File: src/hw/rtl/fgst_pkg.sv
`default_nettype none
// ----------------------------------------------------------------------------
// Feed group sequence gap tracker package
// Shared widths, codes and record types of the gap tracker.
// ----------------------------------------------------------------------------
package fgst_pkg;

	localparam int GROUP_W          = 8;
	localparam int SEQ_W            = 64;
	localparam int LIMIT_W          = 8;
	localparam int NUM_GROUPS_DEF   = 255;
	localparam int QUEUE_DEPTH      = 4;
	localparam int QPTR_W           = $clog2(QUEUE_DEPTH);
	localparam int QCNT_W           = $clog2(QUEUE_DEPTH + 1);
	localparam int IN_DATA_W        = 144;
	localparam int IN_USER_W        = 2;
	localparam int OUT_DATA_W       = 152;

	localparam logic [GROUP_W-1:0] GROUP_UNKNOWN   = 8'hFF;
	localparam logic [LIMIT_W-1:0] GAP_LIMIT_RESET = 8'hFF;
	localparam logic [LIMIT_W-1:0] GAP_COUNT_MAX   = 8'hFF;

	typedef enum logic [1:0] {
		MODE_INIT   = 2'd0,
		MODE_NORMAL = 2'd1,
		MODE_SNAP   = 2'd2,
		MODE_RETX   = 2'd3
	} mode_t;

	typedef enum logic [1:0] {
		ACT_DISCARD = 2'd0,
		ACT_PROCESS = 2'd1,
		ACT_QUEUE   = 2'd2
	} action_t;

	typedef enum logic [2:0] {
		EV_NONE      = 3'd0,
		EV_DOWN_INIT = 3'd1,
		EV_DOWN      = 3'd2,
		EV_UP_INIT   = 3'd3,
		EV_UP        = 3'd4
	} event_t;

	typedef enum logic {
		OP_PACKET   = 1'b0,
		OP_RECOVERY = 1'b1
	} op_t;

	typedef struct packed {
		op_t              operation;
		logic [GROUP_W-1:0] group_id;
		logic [SEQ_W-1:0] sequence_req;
		logic             is_heartbeat;
		logic             in_trading_hours;
		logic [SEQ_W-1:0] resume_sequence;
	} in_beat_t;

	typedef struct packed {
		op_t              operation;
		logic [GROUP_W-1:0] group_id;
		logic             grp_ok;
		logic [SEQ_W-1:0] seq;
		logic [SEQ_W-1:0] seq_inc;
		logic [SEQ_W-1:0] seq_dec;
		logic             heartbeat;
		logic             trading;
		logic [SEQ_W-1:0] resume;
	} item_t;

	typedef struct packed {
		mode_t            mode;
		logic [SEQ_W-1:0] expected;
		logic [SEQ_W-1:0] snap_next;
		logic             done;
		logic [LIMIT_W-1:0] count;
	} grp_state_t;

	typedef struct packed {
		logic [GROUP_W-1:0] out_group;
		action_t          packet_action;
		event_t           feed_event;
		logic             progressing_up;
		logic             back_in_time;
		logic             recovery_request;
		logic [SEQ_W-1:0] recovery_first;
		logic [SEQ_W-1:0] recovery_last;
		logic             snapshot_image;
		logic             after_gap;
	} result_t;

endpackage
`default_nettype wire

File: src/hw/rtl/fgst_queue.sv
`default_nettype none
// ----------------------------------------------------------------------------
// Gap tracker item queue
// Short first-in first-out buffer between the front end and the back end.
// ----------------------------------------------------------------------------
module fgst_queue (
	input  wire              clk,
	input  wire              arst_n,
	input  wire              push,
	input  fgst_pkg::item_t  push_item,
	output logic             full,
	input  wire              pop,
	output logic             empty,
	output fgst_pkg::item_t  pop_item
);
	import fgst_pkg::*;

	item_t               buf_q [QUEUE_DEPTH];
	logic [QPTR_W-1:0]   wr_ptr_q;
	logic [QPTR_W-1:0]   rd_ptr_q;
	logic [QCNT_W-1:0]   count_q;

	assign full     = (count_q == QCNT_W'(QUEUE_DEPTH));
	assign empty    = (count_q == '0);
	assign pop_item = buf_q[rd_ptr_q];

	always_ff @(posedge clk) begin
		if (push) begin
			buf_q[wr_ptr_q] <= push_item;
		end
	end

	always_ff @(posedge clk or negedge arst_n) begin
		if (!arst_n) begin
			wr_ptr_q <= '0;
			rd_ptr_q <= '0;
			count_q  <= '0;
		end else begin
			if (push) begin
				wr_ptr_q <= (wr_ptr_q == QPTR_W'(QUEUE_DEPTH - 1)) ? '0 :
					wr_ptr_q + QPTR_W'(1);
			end
			if (pop) begin
				rd_ptr_q <= (rd_ptr_q == QPTR_W'(QUEUE_DEPTH - 1)) ? '0 :
					rd_ptr_q + QPTR_W'(1);
			end
			if (push && !pop) begin
				count_q <= count_q + QCNT_W'(1);
			end else if (pop && !push) begin
				count_q <= count_q - QCNT_W'(1);
			end
		end
	end

endmodule
`default_nettype wire

File: config.mk
export PLATFORM = sky130hd
export DESIGN_NAME = fgst_queue
export DESIGN_NICKNAME = d
export VERILOG_FILES = /design/src/hw/rtl/fgst_pkg.sv /design/src/hw/rtl/fgst_queue.sv
export SDC_FILE = /design/constraint.sdc
export NUM_CORES = 1
export LEC_CHECK = 0
export BUFFER_PORTS_ARGS = -buffer_cell sky130_fd_sc_hd__buf_2
export CAP_MARGIN = 40
export CORE_MARGIN = 3
export CORE_UTILIZATION = 45
export CTS_BUF_LIST = sky130_fd_sc_hd__clkbuf_4
export CTS_CLUSTER_SIZE = 16
export DETAILED_ROUTE_END_ITERATION = 10
export PLACE_DENSITY = 0.75
export SYNTH_ARGS = -nofsm -noshare
export SYNTH_HDL_FRONTEND = slang
export SYNTH_SLANG_ARGS = --single-unit
File: constraint.sdc
create_clock -name clk -period 9.5 [get_ports clk]
set_input_delay 1.9 -clock clk [delete_from_list [all_inputs] [get_ports clk]]
set_output_delay 1.9 -clock clk [all_outputs]
set_load 0.005 [all_outputs]
Word-level counts from Yosys, hierarchy flattened:

Memory sizes are Yosys's and may differ from the RTL's.
Index checks and enable logic that the tools add are counted.

* add/sub/neg operators: 4
* eq/ne operators: 3
* muxes and demuxes: 6
* reductions and logical operators: 6

Operator list (number)
* 3-bit 2-to-1 mux: 2
* 2-bit by 1-bit adder with 2-bit output, second input constant: 2
* 2-bit equality test, second input constant: 2
* 2-bit 2-to-1 mux: 2
* 3-bit by 1-bit adder with 3-bit output, second input constant: 1
* 3-bit equality test, second input constant: 1
* 3-bit logical NOT: 1
* 3-bit by 1-bit subtractor with 3-bit output, second input constant: 1
* 1-bit logical AND: 2
* 1-bit logical NOT: 2
* 1-bit 2-to-1 mux: 2
* 2-bit nonzero test: 1

* register bits after elaboration: 7
* memory bits (writable): 1072
* input port bits: 272
* output and inout bits: 270
* logic and storage cells: 23
* memories: 1

Memories
* buf_q: depth 4, width 268, read ports 1, clocked after Yosys merged registers in 0, wr ports 1, line fgst_queue.sv:18 `item_t buf_q [QUEUE_DEPTH];`

Logic depth before layout (Yosys ltp):

* word-level depth: 4
* depth in mapped cells: 7
* gate-level depth less buffers: 7

Worst setup path after synthesis:

OpenSTA, ideal clock, no wires.

* path kind: input -> register
* start: input push
* end: memory buf_q[2][0] (netlist bit) (enable)
* setup time: 662 ps
* arrival time: 7953 ps
* required time: 8838 ps
* path slack: 885 ps
* stages on the path: 1
* buffers on the path: 0
* cells stage by stage: and2_1

* longest elaborated chain between the ends: 2

Ends and longest elaborated chain
* start, declared: line fgst_queue.sv:9 `input wire push,`
* 1-bit 2-to-1 mux: line fgst_queue.sv:28 `if (push) begin`
* 1-bit 2-to-1 mux (not written as such): line fgst_queue.sv:29 `buf_q[wr_ptr_q] <= push_item;`
* end, declared: line fgst_queue.sv:18

No other way between the ends.

==> metrics.txt <==
Fillers around 6,400; Post-DRT Antenna Nets 0; total clock buffers created by CTS between 200 and 300; postcts setup bufs 0; vias post-DR ~19,000; Layout area overhead 18.9%; Synth Net Count 1,716; PwrDens ~290 mW/mm2; initial DRC count 1,225; CTS resizes 0; Synth Cell Area 0.0391 mm2; I/O pins 542; Final min period between 5 and 6 ns; Slowest cell on crit path dfrtp_4; Fin. Hold Viols 0; Sequential cell area about 0.032 mm2; FF-to-FF Start wr_ptr_q[0]; FF-to-FF End buf_q[2][36]; Initial Utilization about 46%; max-slew violations 0; maximum VDD drop 0.247 mV; Worst Path Required 7.60 ns; critical-path maximum fanout 47; WL final between 70,000 and 80,000 um; slew margin rel. around 22%; # hold bufs at CTS 0; CP startpoint kind register; syn_area_per_cell between 20 and 30 um2; DPL Wire Length about 48,000 um; Setup crit end kind output port; status finished clean; first-pass GRT wire length approximately 120,000 um; Synth Register Bits roughly 1,100; stages on the worst setup path 5; CTS tree yes; flop-to-flop setup slack between 6 and 7 ns; Worst Tran Pin Value ~1.2 ns; Pleak between 15 and 20 nW; synth warn 0; Netlist cell types 19; initial antenna violation count 26; CP max stage delay between 0.6 and 0.7 ns; vias in the first global route 20,200; Die H 301 um; Buf/Inv on CP 4; WHS 0.499 ns; Max H-tree Level 5; Reg clk slew, reported paths approximately 0.060 ns; Routability Congestion ~0.73; fmax 179 MHz; clock root buffer clkbuf_4; Setup Viol. Count Final 0; crit path to pop_item[99]; RSZ-0062 raised after global routing no; CP delay by family, top buffers and inverters; Hold Crit Class reg2reg; Multi-input gate area roughly 0.0063 mm2; clk_lat worst skew 1.09 ns; critical path type reg2out; crit path cell chain buf_4, buf_16, buf_4, mux4_2, buf_2; Worst Skew 0.0920 ns; IO Port Bufs around 540; total power between 10 and 15 mW; Worst R2R Path Depth 5; Core Region 0.0857 mm2; Synth Instances about 1,400; layout cells sized above 1 52.5%; chip width 301 um; row count between 100 and 150; Pre-antenna DRT Iters 5; largest net degree at the start of global routing approximately 140; register area share after synthesis 82.8%; Worst Setup SP rd_ptr_q[1]; gr usage total between 10% and 20%; Period Utilization, post-route roughly 60%; WP data arrival about 3.7 ns; Vias/cell approximately 5.2; Post-Route Setup TNS 0 ns; Crit path top cell by count buf_4; DR DRC count 0; wire length per cell around 22 um; clock tree buffer depth 4; total grt overflow 0; max cap viols 0; Final #Nets between 2,000 and 3,000; clk sink count 1,079; die area 0.0904 mm2
## area by class of cell
class	count	area share (%)
clock inverters	51	0.606
diodes	20	0.108
inverters	4	0.0323
well taps	1144	3.08
multi-input cells	294	13.5
flip-flops and latches	1079	69.7
repair buffers	564	6.59
clock buffers	398	6.43
## per-layer routing
metal	part of all wire, %	vias to the layer above	track usage [%]	wire (um)
li1	-	8036	-	-
met1	36	9522	21.0	28700
met2	51	806	28.4	40500
met3	9.4	174	6.96	7410
met4	2.9	16	7.51	2280
met5	0.13	-	0	99
## sequential cells by signal (all words and copies together) (netlist names)
| register | cells |
|---|---|
| wr_ptr_q | 2 |
| count_q | 3 |
| rd_ptr_q | 2 |
| buf_q | 1072 |
## how the worst min path moves through the flow
stage / start / to / slack (ns) / cells after the start
after floorplan: count_q[2] / count_q[2] / 0.46 / 1
after global placement: count_q[2] / count_q[2] / 0.47 / 1
after detailed placement: count_q[2] / count_q[2] / 0.49 / 1
after CTS: arst_n / count_q[2] / 0.46 / 1
after global routing: arst_n / count_q[2] / 0.49 / 1
final: count_q[2] / count_q[2] / 0.50 / 1
## cells in the final DEF (no fill, tap or decap)
cell       instances
and2_4             4
buf_12             8
buf_16             4
buf_2            541
buf_4             11
bufinv_16          3
clkbuf_4         398
clkinv_1          35
clkinv_2           5
clkinv_4           1
dfrtp_1            5
dfrtp_4            2
diode_2           20
edfxtp_1        1072
fa_1               1
ha_1               6
inv_1              4
inv_2              7
mux2_2             3
mux4_2           268
nand2_1            2
nor2_1             3
nor3_1             1
nor3b_1            1
o21ai_0            2
xnor2_1            1
xor2_1             2
## worst register-to-register path, cell delays in order, from the launching register on
cell	delay (ns)
dfrtp_1	0.41
inv_1	0.12
ha_1	0.16
and2_4	0.48
buf_4	0.77
buf_4	0.77
## kinds of logic (layout without fill, tap and decap cells)
family          Yosys count  in the layout  share of synthesized area (%)
xor+xnor                  3              3                         0.0673
flops                  1079           1079                           82.8
other cells               0             20                              0
buf+inv                  64           1017                           1.16
mux                     271            271                           15.5
compound gates            2              2                         0.0256
fa+ha+maj                 7              7                          0.243
simple gates             11             11                          0.144
## report_power, final
part           internal (mW)  switching [mW]  leakage [nW]  total (mW)
logic                   1.77            1.90          4.11        3.67
clock network           1.99            1.70          1.98        3.69
registers               6.10           0.206          9.93        6.31
total                   9.86            3.81          16.0        13.7
## synthesized netlist by cell type, drive strengths merged
library cell / n / area [um2]
buf: 54 / 417
fa: 1 / 20.0
edfxtp: 1072 / 32200
clkbuf: 6 / 22.5
mux4: 268 / 6040
nor3: 1 / 5.00
xnor2: 1 / 8.76
dfrtp: 7 / 175
nand2: 2 / 7.51
nor2: 3 / 11.3
inv: 4 / 15.0
and2: 4 / 25.0
nor3b: 1 / 7.51
xor2: 2 / 17.5
mux2: 3 / 33.8
o21ai: 2 / 10.0
ha: 6 / 75.1
## per-stage QoR
stage	utilization, %	cells	instance area (um2)	setup slack (ns)
after floorplan	-	1437	39100	0.885
final	54.2	3554	46500	3.93
after CTS	54.2	3534	46400	3.71
after detailed placement	50.4	3085	43100	4.94
after global routing	54.2	3547	46400	3.65
after global placement	50.2	3080	43000	4.75
(Power assumes the default switching activity.)
