**config.mk**
```make
export PLATFORM = sky130hd
export DESIGN_NAME = fgst_front
export DESIGN_NICKNAME = d
export VERILOG_FILES = /design/src/hw/rtl/fgst_pkg.sv /design/src/hw/rtl/fgst_front.sv
export SDC_FILE = /design/constraint.sdc
export NUM_CORES = 1
export LEC_CHECK = 0
export BUFFER_PORTS_ARGS = -buffer_cell sky130_fd_sc_hd__buf_2
export CAP_MARGIN = 0
export CORE_AREA = 2 2 159 161
export CTS_CLUSTER_DIAMETER = 80
export DETAILED_ROUTE_END_ITERATION = 7
export DIE_AREA = 0 0 161 163
export GPL_TIMING_DRIVEN = 0
export PLACE_DENSITY = 0.73
export SLEW_MARGIN = 20
export SYNTH_ARGS = -nofsm -noshare
export SYNTH_HDL_FRONTEND = slang
export SYNTH_SLANG_ARGS = --single-unit
```
**constraint.sdc**
```tcl
create_clock -name clk -period 16.2 [get_ports clk]
set_input_delay 1.62 -clock clk [delete_from_list [all_inputs] [get_ports clk]]
set_output_delay 1.62 -clock clk [all_outputs]
set_load 0.01 [all_outputs]
```
**src/hw/rtl/fgst_pkg.sv**
```systemverilog
`default_nettype none
// ----------------------------------------------------------------------------
// Feed group sequence gap tracker package
// Shared widths, codes and record types of the gap tracker.
// ----------------------------------------------------------------------------
package fgst_pkg;

	localparam int GROUP_W          = 8;
	localparam int SEQ_W            = 64;
	localparam int LIMIT_W          = 8;
	localparam int NUM_GROUPS_DEF   = 255;
	localparam int QUEUE_DEPTH      = 4;
	localparam int QPTR_W           = $clog2(QUEUE_DEPTH);
	localparam int QCNT_W           = $clog2(QUEUE_DEPTH + 1);
	localparam int IN_DATA_W        = 144;
	localparam int IN_USER_W        = 2;
	localparam int OUT_DATA_W       = 152;

	localparam logic [GROUP_W-1:0] GROUP_UNKNOWN   = 8'hFF;
	localparam logic [LIMIT_W-1:0] GAP_LIMIT_RESET = 8'hFF;
	localparam logic [LIMIT_W-1:0] GAP_COUNT_MAX   = 8'hFF;

	typedef enum logic [1:0] {
		MODE_INIT   = 2'd0,
		MODE_NORMAL = 2'd1,
		MODE_SNAP   = 2'd2,
		MODE_RETX   = 2'd3
	} mode_t;

	typedef enum logic [1:0] {
		ACT_DISCARD = 2'd0,
		ACT_PROCESS = 2'd1,
		ACT_QUEUE   = 2'd2
	} action_t;

	typedef enum logic [2:0] {
		EV_NONE      = 3'd0,
		EV_DOWN_INIT = 3'd1,
		EV_DOWN      = 3'd2,
		EV_UP_INIT   = 3'd3,
		EV_UP        = 3'd4
	} event_t;

	typedef enum logic {
		OP_PACKET   = 1'b0,
		OP_RECOVERY = 1'b1
	} op_t;

	typedef struct packed {
		op_t              operation;
		logic [GROUP_W-1:0] group_id;
		logic [SEQ_W-1:0] sequence_req;
		logic             is_heartbeat;
		logic             in_trading_hours;
		logic [SEQ_W-1:0] resume_sequence;
	} in_beat_t;

	typedef struct packed {
		op_t              operation;
		logic [GROUP_W-1:0] group_id;
		logic             grp_ok;
		logic [SEQ_W-1:0] seq;
		logic [SEQ_W-1:0] seq_inc;
		logic [SEQ_W-1:0] seq_dec;
		logic             heartbeat;
		logic             trading;
		logic [SEQ_W-1:0] resume;
	} item_t;

	typedef struct packed {
		mode_t            mode;
		logic [SEQ_W-1:0] expected;
		logic [SEQ_W-1:0] snap_next;
		logic             done;
		logic [LIMIT_W-1:0] count;
	} grp_state_t;

	typedef struct packed {
		logic [GROUP_W-1:0] out_group;
		action_t          packet_action;
		event_t           feed_event;
		logic             progressing_up;
		logic             back_in_time;
		logic             recovery_request;
		logic [SEQ_W-1:0] recovery_first;
		logic [SEQ_W-1:0] recovery_last;
		logic             snapshot_image;
		logic             after_gap;
	} result_t;

endpackage
`default_nettype wire

```
**src/hw/rtl/fgst_front.sv**
```systemverilog
`default_nettype none
// ----------------------------------------------------------------------------
// Gap tracker front end
// Accepts input beats, checks the group and precomputes the neighbor
// sequence numbers before handing the item to the queue.
// ----------------------------------------------------------------------------
module fgst_front #(
	parameter int NUM_GROUPS = fgst_pkg::NUM_GROUPS_DEF
) (
	input  wire                 clk,
	input  wire                 arst_n,
	input  wire                 in_valid,
	output logic                in_ready,
	input  fgst_pkg::in_beat_t  in_beat,
	output logic                push,
	input  wire                 q_full,
	output fgst_pkg::item_t     push_item
);
	import fgst_pkg::*;

	logic    vld_s1;
	item_t   item_s1;
	logic    load;

	assign in_ready  = !vld_s1 || !q_full;
	assign load      = in_valid && in_ready;
	assign push      = vld_s1 && !q_full;
	assign push_item = item_s1;

	always_ff @(posedge clk or negedge arst_n) begin
		if (!arst_n) begin
			vld_s1 <= 1'b0;
		end else if (load) begin
			vld_s1 <= 1'b1;
		end else if (push) begin
			vld_s1 <= 1'b0;
		end
	end

	always_ff @(posedge clk) begin
		if (load) begin
			item_s1.operation <= in_beat.operation;
			item_s1.group_id  <= in_beat.group_id;
			item_s1.grp_ok    <= (in_beat.group_id != GROUP_UNKNOWN) &&
				(in_beat.group_id < GROUP_W'(NUM_GROUPS));
			item_s1.seq       <= in_beat.sequence_req;
			item_s1.seq_inc   <= in_beat.sequence_req + SEQ_W'(1);
			item_s1.seq_dec   <= in_beat.sequence_req - SEQ_W'(1);
			item_s1.heartbeat <= in_beat.is_heartbeat;
			item_s1.trading   <= in_beat.in_trading_hours;
			item_s1.resume    <= in_beat.resume_sequence;
		end
	end

endmodule
`default_nettype wire

```
# Word level (Yosys, flattened, before mapping)
# Cells that the tools add are included.
[classes]
reduce_logical = 7
addsub = 2
n_lt_le_gt_ge = 1
n_eq_ne = 1
muxes = 2
[ops]
columns = ["op", "count"]
rows = [
  ["adder 64 x 1 -> 64 bit (second input constant)", 1],
  ["subtractor 64 x 1 -> 64 bit (second input constant)", 1],
  ["< comparator 8 bit (second input constant)", 1],
  ["!= test 8 bit (second input constant)", 1],
  ["logical AND 1 bit", 3],
  ["zero test 1 bit", 2],
  ["two-way mux 1 bit", 2],
  ["nonzero test 2 bit", 1],
  ["logical OR 1 bit", 1],
]
[word_totals]
out_inout_bits = 270
register_bits = 269
input_bits = 143

# Logic depth before layout (Yosys ltp)
# Gate-level depths: netlist of the first run.
[depth]
ltp_word = 4
depth_mapped = 8
depth_no_buf = 7

# Worst setup path after synthesis of the first run
# No wires, ideal clock.
[synth_path]
kind = "input to register"
startpoint = "in q_full"
endpoint = "reg item_s1 (netlist bit push_item[0]), enable pin"
setup_ps = 663
path_buffers = 0
stages = 2
setup_slack_ps = 7673
t_arrival_ps = 7864
cell_sequence = "nand2_1 > and2_1"
[synth_via]
elab_chain_cells = 3
[synth_rtl]
columns = ["item", "line", "rtl"]
rows = [
  ["from (decl)", "fgst_front.sv:16", "input wire q_full,"],
  ["zero test 1 bit", "fgst_front.sv:25", "assign in_ready = !vld_s1 || !q_full;"],
  ["logical OR 1 bit", "fgst_front.sv:25", ""],
  ["logical AND 1 bit", "fgst_front.sv:26", "assign load = in_valid && in_ready;"],
  ["via load", "fgst_front.sv:23", "logic load;"],
  ["to (decl)", "fgst_front.sv:22", "item_t item_s1;"],
]
# The timed path passes the listed nets, and every way through them passes these cells.
# A chain may end at the register's enable or synchronous reset.

# Final worst setup path of the first run
[layout_path]
startpoint = "in in_beat[66] (netlist name)"
endpoint = "reg item_s1 (netlist bit push_item[112]) (data pin)"
[layout_via]
elab_chain_cells = 1
[layout_rtl]
columns = ["item", "line", "rtl"]
rows = [
  ["from (decl)", "fgst_front.sv:14", "input fgst_pkg::in_beat_t in_beat,"],
  ["subtractor 64 x 1 -> 64 bit", "fgst_front.sv:48", "item_s1.seq_dec <= in_beat.sequence_req - SEQ_W'(1);"],
]
# Every way passes these cells.

==> results_dict.tcl, run 1 <==
set metrics [dict create \
    slowest_stage "nor3_4" \
    dp_hpwl_mm 21.8 \
    startpoint "in_beat[66]" \
    post_cts_buffers 0 \
    yosysMostFrequentCell "edfxtp_1" \
    grt_overflow 0 \
    crit_path_max_incr_delay_ns 0.63 \
    via_per_inst 5.01 \
    ys_ff_latch 268 \
    drt-total-wl_mm 28.9 \
    tns_ns 0 \
    rows 58 \
    dpl_worst_slack_ns 11.63 \
    finalClockSkew_ns 0.0233 \
    min_from "vld_s1$_DFFE_PN0P_" \
    vdd_drop_max_mv 0.0759 \
    yosys-top-cells-count "edfxtp_1, xnor2_1, nor2_1" \
    async_flop_share_pct 0.373 \
    layout_setup_ws_ns 12.29 \
    coreArea_um2 24700 \
    cts_tree "done" \
    holdPathStages 2 \
    setup_viol 0 \
    synth_flop_cell "edfxtp_1" \
    cp-start-kind "primary input" \
    numClockSinks 268 \
    ant_nets 0 \
    synth_cell_types 39 \
    hold_end "vld_s1$_DFFE_PN0P_" \
    final-hold-violation-count 0 \
    grt_setup_unrepaired "no" \
    synth_simple_gate_area_share_pct 12.8 \
    r2r_slack_ns 14.36 \
    max-slew-margin-rel_pct 36.6 \
    synthAdderAreaFrac_pct 0.232 \
    grt_first_pass_wirelength_mm 42.4 \
    drtIter0Drc 587 \
    tightest_slew_ns 0.942 \
    period_share_pct 24.1 \
    cp.required_ns 16.46 \
    cts_buffer_depth 3 \
    syn_area_per_cell_um2 15.5 \
    nets 1287 \
    r2r-end "push_item[255]$_DFFE_PP_" \
    synth_area_um2 10800 \
    power.density_cell_area_nw_per_um2 111 \
    first_pass_iters 7 \
    yosys_warnings 0 \
    wl_per_cell_um 19.4 \
    cts_buffers 28 \
    track_usage_pct 21.0 \
    grt_max_degree 59 \
    cap_violations 0 \
    cts_root_buffer "clkbuf_16" \
    portBuffers 412 \
    synth_area_leaders "edfxtp_1, xnor2_1, xor2_1, nand4_1, nand3_1" \
    antenna_found_initial 2 \
    route.detailed.drc 0 \
    fmaxAchievable_mhz 256 \
    die_w_um 161 \
    worstSetupEndpointType "flip-flop" \
    crit_chain "buf_2 -> inv_1 -> ha_1 -> nor4b_1 -> nand4b_1 -> nor3_4 -> buf_4 -> nand3_1 -> xnor2_1" \
    period_minus_slack_ns 3.91 \
    grt_pass1_vias 7145 \
    cp_max_fo 10 \
    worstReg2RegStart "vld_s1$_DFFE_PN0P_" \
    synth_edf_count 267 \
    synth_top_family_by_area "simple AND/OR/NAND/NOR gates" \
    final_layout_size_suffix_gt1_share_pct 42.0 \
    insertion_delay_ns 0.54 \
    dieArea_um2 26200 \
    place.gp.congestion 0.809 \
    drv_slew 0 \
    clkSlewWorstSetupHoldPaths_ns 0.06 \
    criticalPathCategory "primary input to flip-flop" \
    syn2layout_area_growth_pct 32.4 \
    min_path_type "flip-flop to flip-flop" \
    power.leakage_nw 5.58 \
    die_y_um 163 \
    cts.repair.resized 0 \
    syn_inst 695 \
    htreeDepth 1 \
    post-synth-top-area-fraction_pct 74.2 \
    synth_xor_area_share_pct 9.73 \
    synth_nets 840 \
    yosys.area.top_type "edfxtp_1" \
    muxShareOfSynthArea_pct 0 \
    postCtsHoldBufs 0 \
    initial_utilization_pct 43.8 \
    crit_arrival_ns 4.17 \
    run_status "completed" \
    ys_seq_area_share_pct 74.5 \
    vias 7476 \
    synth_compound_area_share_pct 0.266 \
    ios 413 \
    worstRegToRegCells 4 \
]
-- routing by layer --
layer  up-vias  global-route usage (%)  wire [µm]  part of all wire, %
li1       3471                       -          -                    -
met1      3607                    25.0      10900                   38
met5         -                       0         32                 0.11
met3        62                    5.81       2530                  8.7
met2       332                    37.0      14600                   50
met4         4                    7.26        878                  3.0
-- worst max-delay path, delay by kind of cell --
kind                     cells  cell delay [ns]
AND/OR/NAND/NOR              4             1.62
buffers and inverters        3             0.52
adder cells (fa/ha/maj)      1             0.24
XOR/XNOR                     1             0.16
-- final cells by class --
class / instances / area [µm²]
Clock inverter: 14 / 165
Sequential cell: 268 / 8040
Fill cell: 2007 / 10400
Antenna cell: 1 / 2.50
Timing Repair Buffer: 417 / 2180
Multi-Input combinational cell: 371 / 2490
Buffer: 44 / 229
Tap cell: 330 / 413
Clock buffer: 35 / 727
Inverter: 12 / 45.0
-- sequential cells by signal, summed over array words and instances, names as in the netlist --
register	count
push_item	267
vld_s1	1
-- worst max path at each step --
| stage | end | slack [ns] | cells past startpoint |
|---|---|---|---|
| 6_report | push_item[112]$_DFFE_PP_ | 12.29 | 9 |
| 5_1_grt | push_item[157]$_DFFE_PP_ | 12.10 | 7 |
| 4_1_cts | push_item[188]$_DFFE_PP_ | 12.20 | 7 |
| 3_5_place_dp | push_item[188]$_DFFE_PP_ | 11.63 | 7 |
| 3_3_place_gp | push_item[150]$_DFFE_PP_ | 5.32 | 3 |
| 2_1_floorplan | push_item[0]$_DFFE_PP_ | 7.67 | 2 |
-- report_power, final --
| group | switching, mW | internal (mW) | total (mW) | leakage, nW |
|---|---|---|---|---|
| sequential | 0.00855 | 0.810 | 0.818 | 2.55 |
| clock | 0.259 | 0.366 | 0.625 | 0.428 |
| combinational | 0.0906 | 0.0552 | 0.146 | 2.60 |
| total | 0.358 | 1.23 | 1.59 | 5.58 |
-- logic make-up (layout without fill, tap and decap cells) --
family,after synthesis,count (layout)
xor gates and xnor gates,120,120
adders and majority gates,2,2
other,0,1
AOI/OAI and AO/OA,5,5
and+or+nand+nor,244,244
DFF,268,268
buffers and inverters,56,522
-- placed cells by master (no fill, tap or decap), drive strengths merged, types with 5 or more instances in the layout --
cell / count
and3: 9
buf: 432
clkbuf: 64
clkinv: 8
edfxtp: 267
inv: 13
nand2: 36
nand3: 38
nand3b: 7
nand4: 32
nand4b: 7
nor2: 42
nor3: 25
nor4: 19
or2: 5
or3: 6
or4: 6
xnor2: 81
xor2: 39
-- per-stage QoR --
step	area (µm²)	std cells	power [mW]	util, %	hold slack [ns]
floorplan	10800	695	0.908	-	0.535
global placement	13300	1437	0.985	53.8	0.500
detailed placement	13400	1442	0.979	54.3	0.504
CTS	14300	1491	1.60	57.9	0.517
global route	14300	1491	1.64	58.0	0.568
finish	14300	1492	1.59	58.0	0.521
Power figures use the tool's default switching activity.
==> inputs of run 2 (changes only) <==
CORE_AREA = unset   (was 2 2 159 161)
CORE_UTILIZATION = 44   (was unset)
DIE_AREA = unset   (was 0 0 161 163)
PLACE_DENSITY = 0.76   (was 0.73)
clock period = 3.43 ns   (was 16.2 ns; I/O delays follow)
==> run 2 against run 1 <==
Setup slack got worse by 12 ns. Non-clock buffer count up 109. Wire length up 11%. Final cell count grew 6.7%. Utilization up 6.7 points. Sequential cell count unchanged. Die area decreased by 4.1%. Clock-buffer cell count decreased by 2. Critical endpoint is now push_item[175]$_DFFE_PP_. Largest power group unchanged.
==> results_dict.tcl, run 2 (synthesis gave the netlist of run 1 again) <==
set metrics [dict create \
    antenna_found_initial 1 \
    dpl_worst_slack_ns 0.131 \
    ant_nets 0 \
    place.gp.congestion 0.800 \
    drtIter0Drc 520 \
    grt_first_pass_wirelength_mm 46.4 \
    dieArea_um2 25200 \
    grt_max_degree 55 \
    r2r_slack_ns 1.14 \
    largest_reg_flops 267 \
    crit_arrival_ns 3.42 \
    clkSlewWorstSetupHoldPaths_ns 0.06 \
    dp_cells 1431 \
    via_per_inst 5.08 \
    cts_buffer_depth 3 \
    htreeDepth 1 \
    numClockSinks 268 \
    portBuffers 412 \
    rows 56 \
    most-common-layout-cells "buf_2, edfxtp_1, dlygate4sd3_1" \
    run_status "completed" \
    die_w_um 159 \
    dpl-instance-area_um2 13400 \
    grt_overflow 0 \
    final_common_cell "buf_2" \
    max-slew-margin-rel_pct 36.7 \
    cts_root_buffer "clkbuf_16" \
    insertion_delay_ns 0.54 \
    initial_utilization_pct 45.5 \
    dp_hpwl_mm 21.7 \
    fmaxAchievable_mhz 318 \
    syn2layout_area_growth_pct 42.3 \
    first_pass_iters 5 \
    min_from "in_beat[58]" \
    cts_buffers 28 \
    cts_tree "done" \
    period_share_pct 91.6 \
    cp-start-kind "primary input" \
    vdd_drop_max_mv 0.375 \
    wl_per_cell_um 20.2 \
    power.density_cell_area_nw_per_um2 491 \
    drv_slew 0 \
    route.detailed.drc 0 \
    setup_viol 0 \
    finalInstanceArea_um2 15400 \
    track_usage_pct 25.0 \
    coreArea_um2 23800 \
    finalNonFillerCells 1592 \
    tightest_slew_ns 0.942 \
    nets 1396 \
    cp_max_fo 10 \
    vias 8080 \
    ios 413 \
    die_y_um 159 \
    r2r-end "push_item[215]$_DFFE_PP_" \
    worstSetupEndpointType "flip-flop" \
    power.leakage_nw 6.04 \
    grt_setup_unrepaired "no" \
    hold_end "push_item[58]$_DFFE_PP_" \
    drt-total-wl_mm 32.2 \
    holdPathStages 1 \
    cp.required_ns 3.71 \
    period_minus_slack_ns 3.14 \
    final_layout_size_suffix_gt1_share_pct 38.6 \
    final.fill_count 1670 \
    grt_pass1_vias 8095 \
    criticalPathCategory "primary input to flip-flop" \
    worstRegToRegCells 5 \
    cts.repair.resized 0 \
    cap_violations 0 \
    layout_setup_ws_ns 0.289 \
    final-hold-violation-count 0 \
    worstReg2RegStart "vld_s1$_DFFE_PN0P_" \
    min_path_type "primary input to flip-flop" \
    finalClockSkew_ns 0.0118 \
]
[run 2: how the worst max path moves through the flow]
stage / startpoint / end / slack, ns / depth (start not counted)
finish: in_beat[70] / push_item[175]$_DFFE_PP_ / 0.29 / 8
global route: in_beat[95] / push_item[129]$_DFFE_PP_ / 0.11 / 9
CTS: in_beat[75] / push_item[191]$_DFFE_PP_ / 0.15 / 8
detailed placement: in_beat[75] / push_item[191]$_DFFE_PP_ / 0.13 / 7
global placement: q_full / push_item[252]$_DFFE_PP_ / -0.11 / 3
floorplan: vld_s1$_DFFE_PN0P_ / push_item[0]$_DFFE_PP_ / 0.59 / 2
[run 2: cell type report]
type                       instances  area (µm²)  area share (%)
tap                              319         399            2.60
timing repair buffer             526        3280            21.3
sequential                       268        8040            52.3
antenna                            1        2.50          0.0163
inverter                          12        45.0           0.293
buffer                            44         229            1.49
clock inverter                    18         154            1.00
clock buffer                      33         719            4.68
multi-input combinational        371        2490            16.2
[run 2: per-stage QoR]
stage | hold WS, ns | setup TNS (ns) | power, mW | utilization (%)
after CTS | 0.00370 | 0 | 7.59 | 64.6
after global routing | 0.0113 | 0 | 7.79 | 64.7
after floorplan | 0.0474 | 0 | 4.25 | -
final | 0.0318 | 0 | 7.55 | 64.7
after global placement | 0.119 | -23.33 | 4.60 | 55.8
after detailed placement | 0.119 | 0 | 4.62 | 56.3
[run 2: timing repair]
item,CTS,global route
setup endpoints to repair,0,3
setup buffers,0,1
hold endpoints to repair,108,0
hold buffers,108,0
[run 2: routing by layer]
metal	GRT usage, %	part of all wire (%)
met4	11.1	4.3
met1	28.9	37
met2	44.1	51
met3	5.74	7.8
met5	0	0
[run 2: critical path, cell delays in order]
cell and delay [ns]:
dlygate4sd3_1 0.54, buf_2 0.12, clkbuf_1 0.39, nand4_1 0.31, or4_1 0.57, nor3_1 0.76
nand4_1 0.21, xnor2_1 0.18
[run 2: power by group]
group / internal, mW / switching (mW) / leakage (nW)
Clock: 1.65 / 1.23 / 0.426
Combinational: 0.340 / 0.461 / 3.06
Sequential: 3.82 / 0.0446 / 2.55
